===== config.mk =====
export PLATFORM = sky130hd
export DESIGN_NAME = sample_voice_allocator_core
export DESIGN_NICKNAME = d
export VERILOG_FILES = /design/src/hdl/svac_pkg.sv /design/src/hdl/svac_voice_mem.sv /design/src/hdl/svac_seq.sv /design/src/hdl/sample_voice_allocator_core.sv
export SDC_FILE = /design/constraint.sdc
export NUM_CORES = 2
export LEC_CHECK = 0
export BUFFER_PORTS_ARGS = -buffer_cell sky130_fd_sc_hd__buf_2
export CAP_MARGIN = 20
export CORE_ASPECT_RATIO = 1.25
export CORE_MARGIN = 5
export CORE_UTILIZATION = 62
export CTS_CLUSTER_SIZE = 40
export DETAILED_ROUTE_END_ITERATION = 6
export PLACE_DENSITY = 0.76
export SYNTH_ARGS = -nofsm -noshare
export SYNTH_HDL_FRONTEND = slang
export SYNTH_SLANG_ARGS = --single-unit

===== constraint.sdc =====
create_clock -name clk -period 10.65 [get_ports clk]
set_input_delay 0.5325 -clock clk [delete_from_list [all_inputs] [get_ports clk]]
set_output_delay 0.5325 -clock clk [all_outputs]
set_load 0.02 [all_outputs]

===== src/hdl/svac_pkg.sv =====
`default_nettype none

package svac_pkg;

  // Default sizing
  localparam int VOICE_COUNT_DEF = 12;
  localparam int CHUNK_STEP_DEF  = 64;

  // Fixed field widths
  localparam int MASK_W  = 12;
  localparam int SLOT_W  = 4;
  localparam int GAIN_W  = 15;
  localparam int POS_W   = 25;
  localparam int LEN_W   = 24;
  localparam int GRP_W   = 9;
  localparam int ADDR_W  = 32;
  localparam int NOTE_W  = 8;

  // Command codes
  localparam logic CMD_TRIGGER = 1'b0;
  localparam logic CMD_TICK    = 1'b1;

  localparam logic signed [GRP_W-1:0] NO_GROUP = -9'sd1;
  localparam logic [6:0]              VEL_MAX  = 7'd127;

  // Sequencer states
  typedef enum logic [1:0] {
    S_IDLE,
    S_SCAN,
    S_WAIT,
    S_FINISH
  } seq_state_t;

  // One voice record as held in the voice memory
  typedef struct packed {
    logic [POS_W-1:0]         pos;
    logic [LEN_W-1:0]         len;
    logic signed [GRP_W-1:0]  grp;
    logic [ADDR_W-1:0]        addr;
    logic signed [NOTE_W-1:0] note;
    logic [15:0]              gain;
  } voice_rec_t;

  // Velocity curve in units of 1/10000
  typedef logic [13:0] tenk_tab_t [128];
  typedef logic [GAIN_W-1:0] gain_tab_t [128];

  localparam tenk_tab_t GAIN_TENK = '{
    14'd0, 14'd2, 14'd5, 14'd9, 14'd14, 14'd20, 14'd27, 14'd35,
    14'd44, 14'd54, 14'd65, 14'd76, 14'd88, 14'd100, 14'd113, 14'd128,
    14'd143, 14'd158, 14'd174, 14'd191, 14'd209, 14'd228, 14'd247, 14'd267,
    14'd287, 14'd308, 14'd330, 14'd353, 14'd377, 14'd401, 14'd426, 14'd452,
    14'd478, 14'd506, 14'd534, 14'd562, 14'd591, 14'd621, 14'd652, 14'd683,
    14'd715, 14'd748, 14'd781, 14'd815, 14'd850, 14'd886, 14'd921, 14'd958,
    14'd995, 14'd1033, 14'd1072, 14'd1112, 14'd1152, 14'd1193, 14'd1234, 14'd1276,
    14'd1319, 14'd1362, 14'd1406, 14'd1451, 14'd1497, 14'd1543, 14'd1590, 14'd1637,
    14'd1685, 14'd1733, 14'd1782, 14'd1832, 14'd1883, 14'd1934, 14'd1986, 14'd2039,
    14'd2092, 14'd2146, 14'd2200, 14'd2255, 14'd2311, 14'd2368, 14'd2425, 14'd2483,
    14'd2541, 14'd2601, 14'd2660, 14'd2721, 14'd2782, 14'd2844, 14'd2906, 14'd2970,
    14'd3033, 14'd3098, 14'd3163, 14'd3229, 14'd3295, 14'd3362, 14'd3430, 14'd3498,
    14'd3567, 14'd3636, 14'd3707, 14'd3778, 14'd3849, 14'd3922, 14'd3995, 14'd4068,
    14'd4143, 14'd4217, 14'd4293, 14'd4369, 14'd4446, 14'd4523, 14'd4601, 14'd4680,
    14'd4759, 14'd4839, 14'd4920, 14'd5001, 14'd5083, 14'd5165, 14'd5248, 14'd5332,
    14'd5416, 14'd5501, 14'd5587, 14'd5673, 14'd5760, 14'd5847, 14'd5935, 14'd8500
  };

  // Rounded Q0.15 conversion, evaluated at elaboration
  function automatic gain_tab_t build_gain_q15();
    gain_tab_t t;
    for (int i = 0; i < 128; i++) begin
      t[i] = GAIN_W'((int'(GAIN_TENK[i]) * 32768 + 5000) / 10000);
    end
    return t;
  endfunction

  localparam gain_tab_t GAIN_Q15 = build_gain_q15();

endpackage

`default_nettype wire


===== src/hdl/svac_voice_mem.sv =====
`default_nettype none

module svac_voice_mem #(
  parameter int VOICE_COUNT = svac_pkg::VOICE_COUNT_DEF,
  parameter int IDX_W       = 4
) (
  input  wire logic                    clk,
  input  wire logic                    rd_en,
  input  wire logic [IDX_W-1:0]        rd_addr,
  output svac_pkg::voice_rec_t         rd_data,
  input  wire logic                    wr_en,
  input  wire logic [IDX_W-1:0]        wr_addr,
  input  wire svac_pkg::voice_rec_t    wr_data
);
  import svac_pkg::*;

  voice_rec_t mem [VOICE_COUNT];

  // Write port
  always_ff @(posedge clk) begin
    if (wr_en) begin
      mem[wr_addr] <= wr_data;
    end
  end

  // Registered read port
  always_ff @(posedge clk) begin
    if (rd_en) begin
      rd_data <= mem[rd_addr];
    end
  end

endmodule

`default_nettype wire


===== src/hdl/svac_seq.sv =====
`default_nettype none

module svac_seq #(
  parameter int VOICE_COUNT = svac_pkg::VOICE_COUNT_DEF,
  parameter int CHUNK_STEP  = svac_pkg::CHUNK_STEP_DEF,
  parameter int IDX_W       = 4
) (
  input  wire logic                  clk,
  input  wire logic                  rst,
  input  wire logic                  start,
  output logic                       busy,
  input  wire logic                  cmd,
  input  wire logic [31:0]           sample_base,
  input  wire logic [23:0]           sample_count,
  input  wire logic [7:0]            velocity,
  input  wire logic signed [7:0]     note_number,
  input  wire logic signed [8:0]     voice_group,
  input  wire logic signed [8:0]     choke_group,
  input  wire logic [3:0]            group_limit,
  input  wire logic                  silence_only,
  output logic                       done,
  output logic                       slot_valid,
  output logic [3:0]                 voice_slot,
  output logic                       stole_voice,
  output logic [14:0]                gain_q15,
  output logic                       any_active,
  output logic [11:0]                active_mask,
  output logic                       rd_en,
  output logic [IDX_W-1:0]           rd_addr,
  input  wire svac_pkg::voice_rec_t  rd_data,
  output logic                       wr_en,
  output logic [IDX_W-1:0]           wr_addr,
  output svac_pkg::voice_rec_t       wr_data
);
  import svac_pkg::*;

  localparam int CNT_W = $clog2(VOICE_COUNT + 1);
  localparam int NW    = (CNT_W > 4) ? CNT_W : 4;
  localparam int SW    = (IDX_W > SLOT_W) ? IDX_W : SLOT_W;
  localparam logic [IDX_W-1:0] LAST = IDX_W'(VOICE_COUNT - 1);

  seq_state_t state, state_next;

  logic [IDX_W-1:0]       ptr, ptr_next;
  logic                   rd_vld, rd_vld_next;
  logic [IDX_W-1:0]       ridx, ridx_next;
  logic [VOICE_COUNT-1:0] on, on_next;

  // Latched request
  logic                   is_tick;
  logic [31:0]            r_base;
  logic [23:0]            r_count;
  logic [7:0]             r_vel;
  logic signed [7:0]      r_note;
  logic signed [8:0]      r_grp;
  logic signed [8:0]      r_choke;
  logic [3:0]             r_limit;
  logic                   r_silence;

  // Scan accumulators
  logic                   any, any_next;
  logic [CNT_W-1:0]       n, n_next;
  logic                   best_vld, best_vld_next;
  logic [IDX_W-1:0]       best, best_next;
  logic [POS_W-1:0]       best_pos, best_pos_next;
  logic [IDX_W-1:0]       steal, steal_next;
  logic [POS_W-1:0]       steal_pos, steal_pos_next;

  // Result registers
  logic                   done_next;
  logic                   slot_valid_next, stole_next, any_out_next;
  logic [3:0]             slot_next;
  logic [14:0]            gain_next;
  logic [VOICE_COUNT-1:0] mask_src;
  logic [11:0]            active_mask_next;

  // Finish-step helpers
  logic                   hit_choke, on_c, lim_ok, go, have_free;
  logic [POS_W-1:0]       pos_adv;
  logic [VOICE_COUNT-1:0] on_l;
  logic [IDX_W-1:0]       free_idx, target;
  logic [SW-1:0]          tgt_wide;
  logic [6:0]             vel_sat;

  assign busy    = (state != S_IDLE);
  assign rd_en   = (state == S_SCAN);
  assign rd_addr = ptr;

  // State and control registers
  always_ff @(posedge clk) begin
    if (rst) begin
      state  <= S_IDLE;
      rd_vld <= 1'b0;
      on     <= '0;
      done   <= 1'b0;
    end else begin
      state  <= state_next;
      rd_vld <= rd_vld_next;
      on     <= on_next;
      done   <= done_next;
    end
  end

  // Datapath registers
  always_ff @(posedge clk) begin
    ptr         <= ptr_next;
    ridx        <= ridx_next;
    any         <= any_next;
    n           <= n_next;
    best_vld    <= best_vld_next;
    best        <= best_next;
    best_pos    <= best_pos_next;
    steal       <= steal_next;
    steal_pos   <= steal_pos_next;
    slot_valid  <= slot_valid_next;
    voice_slot  <= slot_next;
    stole_voice <= stole_next;
    gain_q15    <= gain_next;
    any_active  <= any_out_next;
    active_mask <= active_mask_next;
    if (start && !busy) begin
      is_tick   <= (cmd == CMD_TICK);
      r_base    <= sample_base;
      r_count   <= sample_count;
      r_vel     <= velocity;
      r_note    <= note_number;
      r_grp     <= voice_group;
      r_choke   <= choke_group;
      r_limit   <= group_limit;
      r_silence <= silence_only;
    end
  end

  // First free voice after the limit cut
  always_comb begin
    have_free = 1'b0;
    free_idx  = '0;
    for (int v = VOICE_COUNT - 1; v >= 0; v--) begin
      if (!on_l[v]) begin
        have_free = 1'b1;
        free_idx  = IDX_W'(v);
      end
    end
  end

  // Mask port: voices above the twelfth are not shown
  for (genvar b = 0; b < MASK_W; b++) begin : g_mask
    if (b < VOICE_COUNT) begin : g_on
      assign active_mask_next[b] = mask_src[b];
    end else begin : g_off
      assign active_mask_next[b] = 1'b0;
    end
  end

  // Sequencer
  always_comb begin
    state_next      = state;
    ptr_next        = ptr;
    rd_vld_next     = 1'b0;
    ridx_next       = ptr;
    on_next         = on;
    any_next        = any;
    n_next          = n;
    best_vld_next   = best_vld;
    best_next       = best;
    best_pos_next   = best_pos;
    steal_next      = steal;
    steal_pos_next  = steal_pos;
    done_next       = 1'b0;
    slot_valid_next = slot_valid;
    slot_next       = voice_slot;
    stole_next      = stole_voice;
    gain_next       = gain_q15;
    any_out_next    = any_active;
    mask_src        = on;
    wr_en           = 1'b0;
    wr_addr         = ridx;
    wr_data         = rd_data;

    hit_choke = on[ridx] && (r_choke != NO_GROUP) && (rd_data.grp == r_choke);
    on_c      = on[ridx] && !hit_choke;
    pos_adv   = rd_data.pos + POS_W'(CHUNK_STEP);

    lim_ok = (r_grp != NO_GROUP) && (r_limit != 4'd0) && best_vld &&
             (NW'(n) >= NW'(r_limit));
    on_l = on;
    if (lim_ok) begin
      on_l[best] = 1'b0;
    end
    go       = !r_silence && (r_base != 32'd0) && (r_count != 24'd0);
    target   = have_free ? free_idx : steal;
    tgt_wide = SW'(target);
    vel_sat  = r_vel[7] ? VEL_MAX : r_vel[6:0];

    // Entry returned by the memory
    if (rd_vld) begin
      if (is_tick) begin
        if (on[ridx] && (rd_data.addr != 32'd0)) begin
          any_next    = 1'b1;
          wr_en       = 1'b1;
          wr_data.pos = pos_adv;
          if (pos_adv >= {1'b0, rd_data.len}) begin
            on_next[ridx] = 1'b0;
          end
        end
      end else begin
        if (hit_choke) begin
          on_next[ridx] = 1'b0;
        end
        if (on_c && (rd_data.grp == r_grp)) begin
          n_next = n + CNT_W'(1);
          if (!best_vld || (rd_data.pos > best_pos)) begin
            best_vld_next = 1'b1;
            best_next     = ridx;
            best_pos_next = rd_data.pos;
          end
        end
        if ((ridx == '0) || (rd_data.pos > steal_pos)) begin
          steal_next     = ridx;
          steal_pos_next = rd_data.pos;
        end
      end
    end

    case (state)
      S_IDLE: begin
        if (start) begin
          state_next    = S_SCAN;
          ptr_next      = '0;
          any_next      = 1'b0;
          n_next        = '0;
          best_vld_next = 1'b0;
        end
      end
      S_SCAN: begin
        rd_vld_next = 1'b1;
        ridx_next   = ptr;
        if (ptr == LAST) begin
          state_next = S_WAIT;
        end else begin
          ptr_next = ptr + IDX_W'(1);
        end
      end
      S_WAIT: begin
        state_next = S_FINISH;
      end
      S_FINISH: begin
        state_next      = S_IDLE;
        done_next       = 1'b1;
        slot_valid_next = 1'b0;
        slot_next       = '0;
        stole_next      = 1'b0;
        gain_next       = '0;
        any_out_next    = is_tick && any;
        if (!is_tick) begin
          on_next  = on_l;
          mask_src = on_l;
          if (go) begin
            on_next[target]  = 1'b1;
            mask_src[target] = 1'b1;
            wr_en            = 1'b1;
            wr_addr          = target;
            wr_data.pos      = '0;
            wr_data.len      = r_count;
            wr_data.grp      = r_grp;
            wr_data.addr     = r_base;
            wr_data.note     = r_note;
            wr_data.gain     = {1'b0, GAIN_Q15[vel_sat]};
            slot_valid_next  = 1'b1;
            slot_next        = tgt_wide[SLOT_W-1:0];
            stole_next       = !have_free;
            gain_next        = GAIN_Q15[vel_sat];
          end
        end
      end
      default: begin
        state_next = S_IDLE;
      end
    endcase
  end

`ifndef SYNTHESIS
  // Result strobe comes only out of the finish step
  a_done_src: assert property (@(posedge clk) disable iff (rst)
    done |-> $past(state == S_FINISH))
    else $error("result strobe without finish step");

  // Finish is always followed by the result strobe and idle in the next cycle
  a_finish: assert property (@(posedge clk) disable iff (rst)
    (state == S_FINISH) |=> (done && state == S_IDLE))
    else $error("finish step did not return to idle");

  // Returned data always matches an issued read
  a_rd_vld: assert property (@(posedge clk) disable iff (rst)
    rd_vld |-> $past(rd_en))
    else $error("read data flagged without a read");

  // Memory is written only while a request is in work
  a_wr_busy: assert property (@(posedge clk) disable iff (rst)
    wr_en |-> (state != S_IDLE))
    else $error("voice memory written while idle");
`endif

endmodule

`default_nettype wire


===== src/hdl/sample_voice_allocator_core.sv =====
`default_nettype none

// Sample voice allocator. A request is taken when start is high and busy
// is low; each request (trigger or tick) yields exactly one result, shown
// for a single cycle with done high, and the receiver cannot stall it.
// A request keeps busy high through a registered read of the voice memory
// per voice, a wait for the last read to return, and a finish step that,
// for a trigger, applies the group limit, picks the slot and writes the new
// voice. The result appears in the cycle after the finish step, when busy is
// already low. No clearing pass is needed after reset: the active flags live
// in flip-flops and a memory entry's contents matter only while its voice is
// active.

module sample_voice_allocator_core #(
  parameter int VOICE_COUNT = svac_pkg::VOICE_COUNT_DEF,
  parameter int CHUNK_STEP  = svac_pkg::CHUNK_STEP_DEF
) (
  input  wire logic              clk,
  input  wire logic              rst,
  input  wire logic              start,
  output logic                   busy,
  input  wire logic              cmd,
  input  wire logic [31:0]       sample_base,
  input  wire logic [23:0]       sample_count,
  input  wire logic [7:0]        velocity,
  input  wire logic signed [7:0] note_number,
  input  wire logic signed [8:0] voice_group,
  input  wire logic signed [8:0] choke_group,
  input  wire logic [3:0]        group_limit,
  input  wire logic              silence_only,
  output logic                   done,
  output logic                   slot_valid,
  output logic [3:0]             voice_slot,
  output logic                   stole_voice,
  output logic [14:0]            gain_q15,
  output logic                   any_active,
  output logic [11:0]            active_mask
);
  import svac_pkg::*;

  localparam int IDX_W = (VOICE_COUNT > 1) ? $clog2(VOICE_COUNT) : 1;

  logic             rd_en, wr_en;
  logic [IDX_W-1:0] rd_addr, wr_addr;
  voice_rec_t       rd_data, wr_data;

  // Voice record store
  svac_voice_mem #(
    .VOICE_COUNT (VOICE_COUNT),
    .IDX_W       (IDX_W)
  ) u_mem (
    .clk     (clk),
    .rd_en   (rd_en),
    .rd_addr (rd_addr),
    .rd_data (rd_data),
    .wr_en   (wr_en),
    .wr_addr (wr_addr),
    .wr_data (wr_data)
  );

  // Scan and update sequencer
  svac_seq #(
    .VOICE_COUNT (VOICE_COUNT),
    .CHUNK_STEP  (CHUNK_STEP),
    .IDX_W       (IDX_W)
  ) u_seq (
    .clk          (clk),
    .rst          (rst),
    .start        (start),
    .busy         (busy),
    .cmd          (cmd),
    .sample_base  (sample_base),
    .sample_count (sample_count),
    .velocity     (velocity),
    .note_number  (note_number),
    .voice_group  (voice_group),
    .choke_group  (choke_group),
    .group_limit  (group_limit),
    .silence_only (silence_only),
    .done         (done),
    .slot_valid   (slot_valid),
    .voice_slot   (voice_slot),
    .stole_voice  (stole_voice),
    .gain_q15     (gain_q15),
    .any_active   (any_active),
    .active_mask  (active_mask),
    .rd_en        (rd_en),
    .rd_addr      (rd_addr),
    .rd_data      (rd_data),
    .wr_en        (wr_en),
    .wr_addr      (wr_addr),
    .wr_data      (wr_data)
  );

endmodule

`default_nettype wire

# == Yosys cells after proc, flatten, opt, wreduce, memory -nomap -nowiden ==
# Memory sizes are Yosys's and may differ from the RTL's. A register that Yosys moved wholly into a read port is not among the register bits.
# Index checks and enable logic that the tools add are counted.
# totals
reg_bits,218
ramBits,1368
rom_bits,1920
inputBits,99
output_inout_bits,36
elab_cells,187
memories,2
# classes
n_addsub,3
magnitude_cmp,11
n_eq_ne,11
muxes,89
bitwise,8
n_reduce_logical,35
# mem_list
name,words,word_bits,read_ports,rd_clocked_by_memory_dff,write_ports,line,text
(name not given),128,15,1,0,0,svac_seq.sv:268,"wr_data.gain = {1'b0, GAIN_Q15[vel_sat]};"
u_mem.mem,12,114,1,1,1,svac_voice_mem.sv:17,voice_rec_t mem [VOICE_COUNT];
# op_table
operator,n
$mux W114,3
$mux W12,11
$mux W4,23
$mux W25,3
$reduce_bool A32 Y1,2
$gt A25 B25 Y1,2
$mux W1,38
$mux W15,2
$add A25 B7 Y25 const B,1
$ge A25 B24 Y1,1
$and A12 B12 Y12,2
$not A12 Y12,2
$reduce_bool A24 Y1,1
$eq A9 B9 Y1,2
$ne A9 B1 Y1 const B,2
$logic_and A1 B1 Y1,15
$lt A4 B5 Y1 const B,3
$demux W1 S4,3
$ge A4 B1 Y1 const B,3
$or A12 B12 Y12,1
$add A4 B1 Y4 const B,2
$ge A8 B8 Y1 const B,1
$not A7 Y8,1
$pmux W2 S4,1
other kinds (21),32

# == Depth between registers and ports, before layout ==
# logic_depth
depth_word,28
ltp_mapped,18
depth_no_buf,17

# == Cells and area by module ==
# Synthesis repeated with hierarchy kept, for this count alone.
# unflattened
hier_cells,3937
hier_area_um2,68971.1
# modules_own_cells
mod,instances,cells_each,area_per_inst_um2,seq_area_each_um2
svac_voice_mem,1,2314,54606.1,44502.7
svac_seq,1,1623,14365.0,6165.9

# == Worst setup path after synthesis ==
# OpenSTA, ideal clock, no wires.
# synth_timing
path_type,register to register
startpoint,register u_seq.n[0]
endpoint,"memory u_mem.mem[11][100] (netlist name), enable pin"
setup_time_ps,671
arrival_time_ps,8869
required_ps,9979
path_slack_ps,1110
path_stages_with_launch,11
path_buffers,0
period_less_slack_ps,9540
path_cell_list,dfxtp_1 -> inv_1 -> ha_1 -> nor2b_1 -> o21ai_0 -> nand4_2 -> a311o_1 -> nand3_1 -> nor3b_1 -> a21oi_1 -> o31ai_1
# synth_via
elab_chain_len,19
word_cells_on_any_way,31
cone_classes,order compare: 1; mux: 29; reduce/logical: 1
# synth_lines
element,line,text
from (decl),svac_seq.sv:62,"logic [CNT_W-1:0] n, n_next;"
from (signal assigned),svac_seq.sv:109,n <= n_next;
$ge A4 B4 Y1 *,svac_seq.sv:185,(NW'(n) >= NW'(r_limit));
$logic_and A1 B1 Y1 *,svac_seq.sv:184,lim_ok = (r_grp != NO_GROUP) && (r_limit != 4'd0) && best_vld &&
$mux W12 *,svac_seq.sv:187,if (lim_ok) begin
$mux W4 or $mux W1 (tied branches) (12 in series),svac_seq.sv:139,if (!on_l[v]) begin
$mux W4 *,svac_seq.sv:191,target = have_free ? free_idx : steal;
$mux W4 *,svac_seq.sv:258,if (go) begin
$mux W4 *,svac_seq.sv:255,if (!is_tick) begin
$mux W4 *,svac_seq.sv:225,case (state)
to (decl),svac_voice_mem.sv:17,
# Mark *: on every way between the ends. The rest lies on a longest branch, timed or not.

# == Final worst setup path ==
# layout_timing
startpoint,register u_seq.r_base[24]
endpoint,"memory u_mem.mem[10][50] (netlist name), enable pin"
# layout_via
elab_chain_len,8
word_cells_on_any_way,11
cone_classes,mux: 8; reduce/logical: 3
# layout_lines
element,line,text
from (decl),svac_seq.sv:51,logic [31:0] r_base;
from (signal assigned),svac_seq.sv:123,r_base <= sample_base;
$reduce_bool A32 Y1 *,svac_seq.sv:190,go = !r_silence && (r_base != 32'd0) && (r_count != 24'd0);
$logic_and A1 B1 Y1 * (2 in series),svac_seq.sv:190,
$mux W1,svac_seq.sv:258,
$mux W1,svac_seq.sv:255,
$mux W1,svac_seq.sv:225,
$mux W1,svac_voice_mem.sv:21,if (wr_en) begin
$mux W1 (not written as such),svac_voice_mem.sv:22,mem[wr_addr] <= wr_data;
# Marked as above.

==> out/results.txt <==
die area = 97900 sq um
FP Rows = 124
hold path startpoint = sample_base[10]
crit end category = flip-flop
# nets final = 3694
Arr. time, crit path = 5.94 ns
max_slew headroom = 0.188
Finished Layout Cells = 4799
ys flop type = edfxtp_1
Yosys cell types = 73
worst vdd ir = 0.412 mV
Die X-Extent = 281 um
Pre-antenna DRT Iters = 7
ranking of synthesized cells by area = edfxtp_1, mux4_2, ha_1
Worst Clk Skew = 0.0495 ns
flop2flop setup slack = 5.01 ns
via count = 32000
CP Data Required Time = 10.95 ns
setup violators final = 0
Hold Path Stages = 1
Cell Area, Synth = 56900 sq um
Yosys warning total = 0
Hold WC Path Type = in2reg
Pleak = 21.2 nW
Syn Area/Cell = 17.4 sq um
worst skew pair latency = 0.72 ns
dpl cells = 4475
dpl hpwl = 77.0 mm
Setup Fix Bufs, Post-CTS = 0
synthesized flop and latch total = 1380
RSZ-0062 raised after global routing = false
chip height = 349 um
Critical R2R Launch = u_seq.r_base[24]
TritonCTS Buffers = 121
IO Port Bufs = 126
Routed Antenna Nets = 0
routed wire length = 141 mm
first-pass GRT wire length = 207 mm
area grow syn2layout = 12.5%
gr ovfl total = 0
Synth top area share = 0.709
reg-to-reg endpoint = u_mem.mem[10][50]
sequential element share of the synthesized area = 0.722
design area = 64000 sq um
Worst-Margin Slew = 1.22 ns
initial detailed-routing violation count = 3952
Startpoint Class = flip-flop
# fillers = 5589
minimum clock period = 5.64 ns
Vias/cell = 6.66
Sink Count = 1380
top-count cell post-synth = edfxtp_1
Setup TNS Final = 0 ns
fraction of registers with async set/reset = 0
number of global-route vias before repair = 32500
average routed wire per standard cell = 29.3 um
area of placed instances = 59000 sq um
Max Clk Rate = 0.177 GHz
Synth top cells by count = edfxtp_1, mux4_2, nand2_1, o21ai_0, clkbuf_1
Sequential Area = 41100 sq um
fin. max-slew vios = 0
largest net degree at the start of global routing = 184
H-tree levels = 3
Crit Path Max Fanout = 57
maximum root-to-sink buffer count = 3
Initial Util = 0.623
Ports = 135
Post-synth EDFFs = 1342
status = finished clean
Yosys top cell by area = edfxtp_1
Root Driver = clkbuf_16
GRT Total Usage = 0.285
multi-input gate area in the final layout = 15000 sq um
DRC = 0
CORE AREA = 91200 sq um
final worst-path cycle share = 0.530
CTS tree = yes
Worst-path clk slew = 0.07 ns
FF-to-FF path depth = 10
synthesized instance count = 3261
post-synthesis net count = 3459
gp weighted congestion = 0.939
final hold violations = 0
Max-Cap Viols = 0
initial antenna violation count = 3
Hold Crit Endpoint = u_seq.r_base[10]
pwr dens = 256 nW/um^2
crit path kind = reg2reg
share of cells above drive strength 1 = 0.206
-- per-layer routing --
layer / global-route usage / vias up / share of wire
met5: 0 / - / 0
met1: 0.378 / 16400 / 0.37
li1: - / 13500 / -
met4: 0.110 / 0 / 0.044
met2: 0.486 / 1727 / 0.51
met3: 0.0418 / 327 / 0.075
-- cells in the final DEF, fill, tap and decap left out, drive strengths merged, types with 18 or more instances in the layout --
cell	count
clkinv	51
mux4	273
a21oi	111
nand4	32
o211ai	18
clkbuf	168
ha	99
edfxtp	1342
nor4	33
nor2	110
buf	191
nand2	256
nand3	40
nor3	23
mux2i	96
inv	101
dfxtp	38
nor2b	18
xor2	27
o21ai	214
mux2	42
dlygate4sd3	69
-- repair_timing --
action,4_1_cts,5_1_grt
hold endpoints to repair,69,0
gates resized for setup,0,0
hold buffers,69,0
-- where the power goes --
part           total [W]  switching (W)  internal (W)
combinational    0.00453        0.00277       0.00176
sequential       0.00741       0.000327       0.00709
clock            0.00442        0.00193       0.00249
-- final cells by class --
class / instances / share of cell area
diodes: 1 / 0.0000391
repair buffers: 276 / 0.0318
well taps: 1197 / 0.0234
flip-flops and latches: 1380 / 0.642
multi-input cells: 1622 / 0.235
clock inverters: 76 / 0.0117
inverters: 95 / 0.00557
clock buffers: 152 / 0.0510
-- how the worst max path moves through the flow --
stage	from	endpoint	slack, ns
2_1_floorplan	u_seq.n[0]	u_mem.mem[11][100]	1.11
3_3_place_gp	u_seq.r_base[24]	u_mem.mem[10][51]	5.06
3_5_place_dp	u_seq.r_base[24]	u_mem.mem[10][50]	4.97
4_1_cts	u_seq.r_base[24]	u_mem.mem[10][40]	4.94
5_1_grt	u_seq.r_grp[6]	u_mem.mem[10][50]	4.99
6_report	u_seq.r_base[24]	u_mem.mem[10][50]	5.01
-- logic make-up (layout without fill, tap and decap cells) --
kind of cell,after synthesis,in the layout,synth area share
mux,411,411,0.133
flops,1380,1380,0.722
other cells,0,1,0
fa+ha+maj,99,99,0.0218
xor+xnor,43,43,0.00662
compound gates,486,486,0.0516
simple gates,583,583,0.0476
buf+inv,259,599,0.0172
-- registers in the layout (all words and copies together) (netlist names), 8 cells and up --
signal and count:
u_mem.mem 1080, u_mem.rd_data 90, u_seq.r_base 32, u_seq.best_pos 25, u_seq.steal_pos 25, u_seq.r_count 24
u_seq.gain_q15 15, u_seq.active_mask 12, u_seq.on 12, u_seq.r_choke 9, u_seq.r_grp 9, u_seq.r_vel 8
-- per-stage QoR --
| stage | utilization | total power, W | hold WS (ns) | setup slack, ns |
|---|---|---|---|---|
| floorplan | - | 0.0106 | 0.366 | 1.11 |
| global placement | 0.647 | 0.0117 | 0.455 | 5.06 |
| detailed placement | 0.647 | 0.0119 | 0.461 | 4.97 |
| CTS | 0.699 | 0.0163 | 0.00000522 | 4.94 |
| global route | 0.701 | 0.0170 | 0.00278 | 4.99 |
| finish | 0.701 | 0.0164 | 0.0301 | 5.01 |
-- critical path, cell delays in order, from the launching register on --
cell	delay [ns]
edfxtp_1	0.41
nor4_1	0.74
nand4_1	0.27
nor2_1	0.64
a311oi_2	0.11
buf_4	0.22
nand2_4	0.61
mux2i_1	0.39
nor2b_4	0.20
buf_4	0.58
buf_4	0.99
No activity file was read; power rests on OpenSTA's default activity.
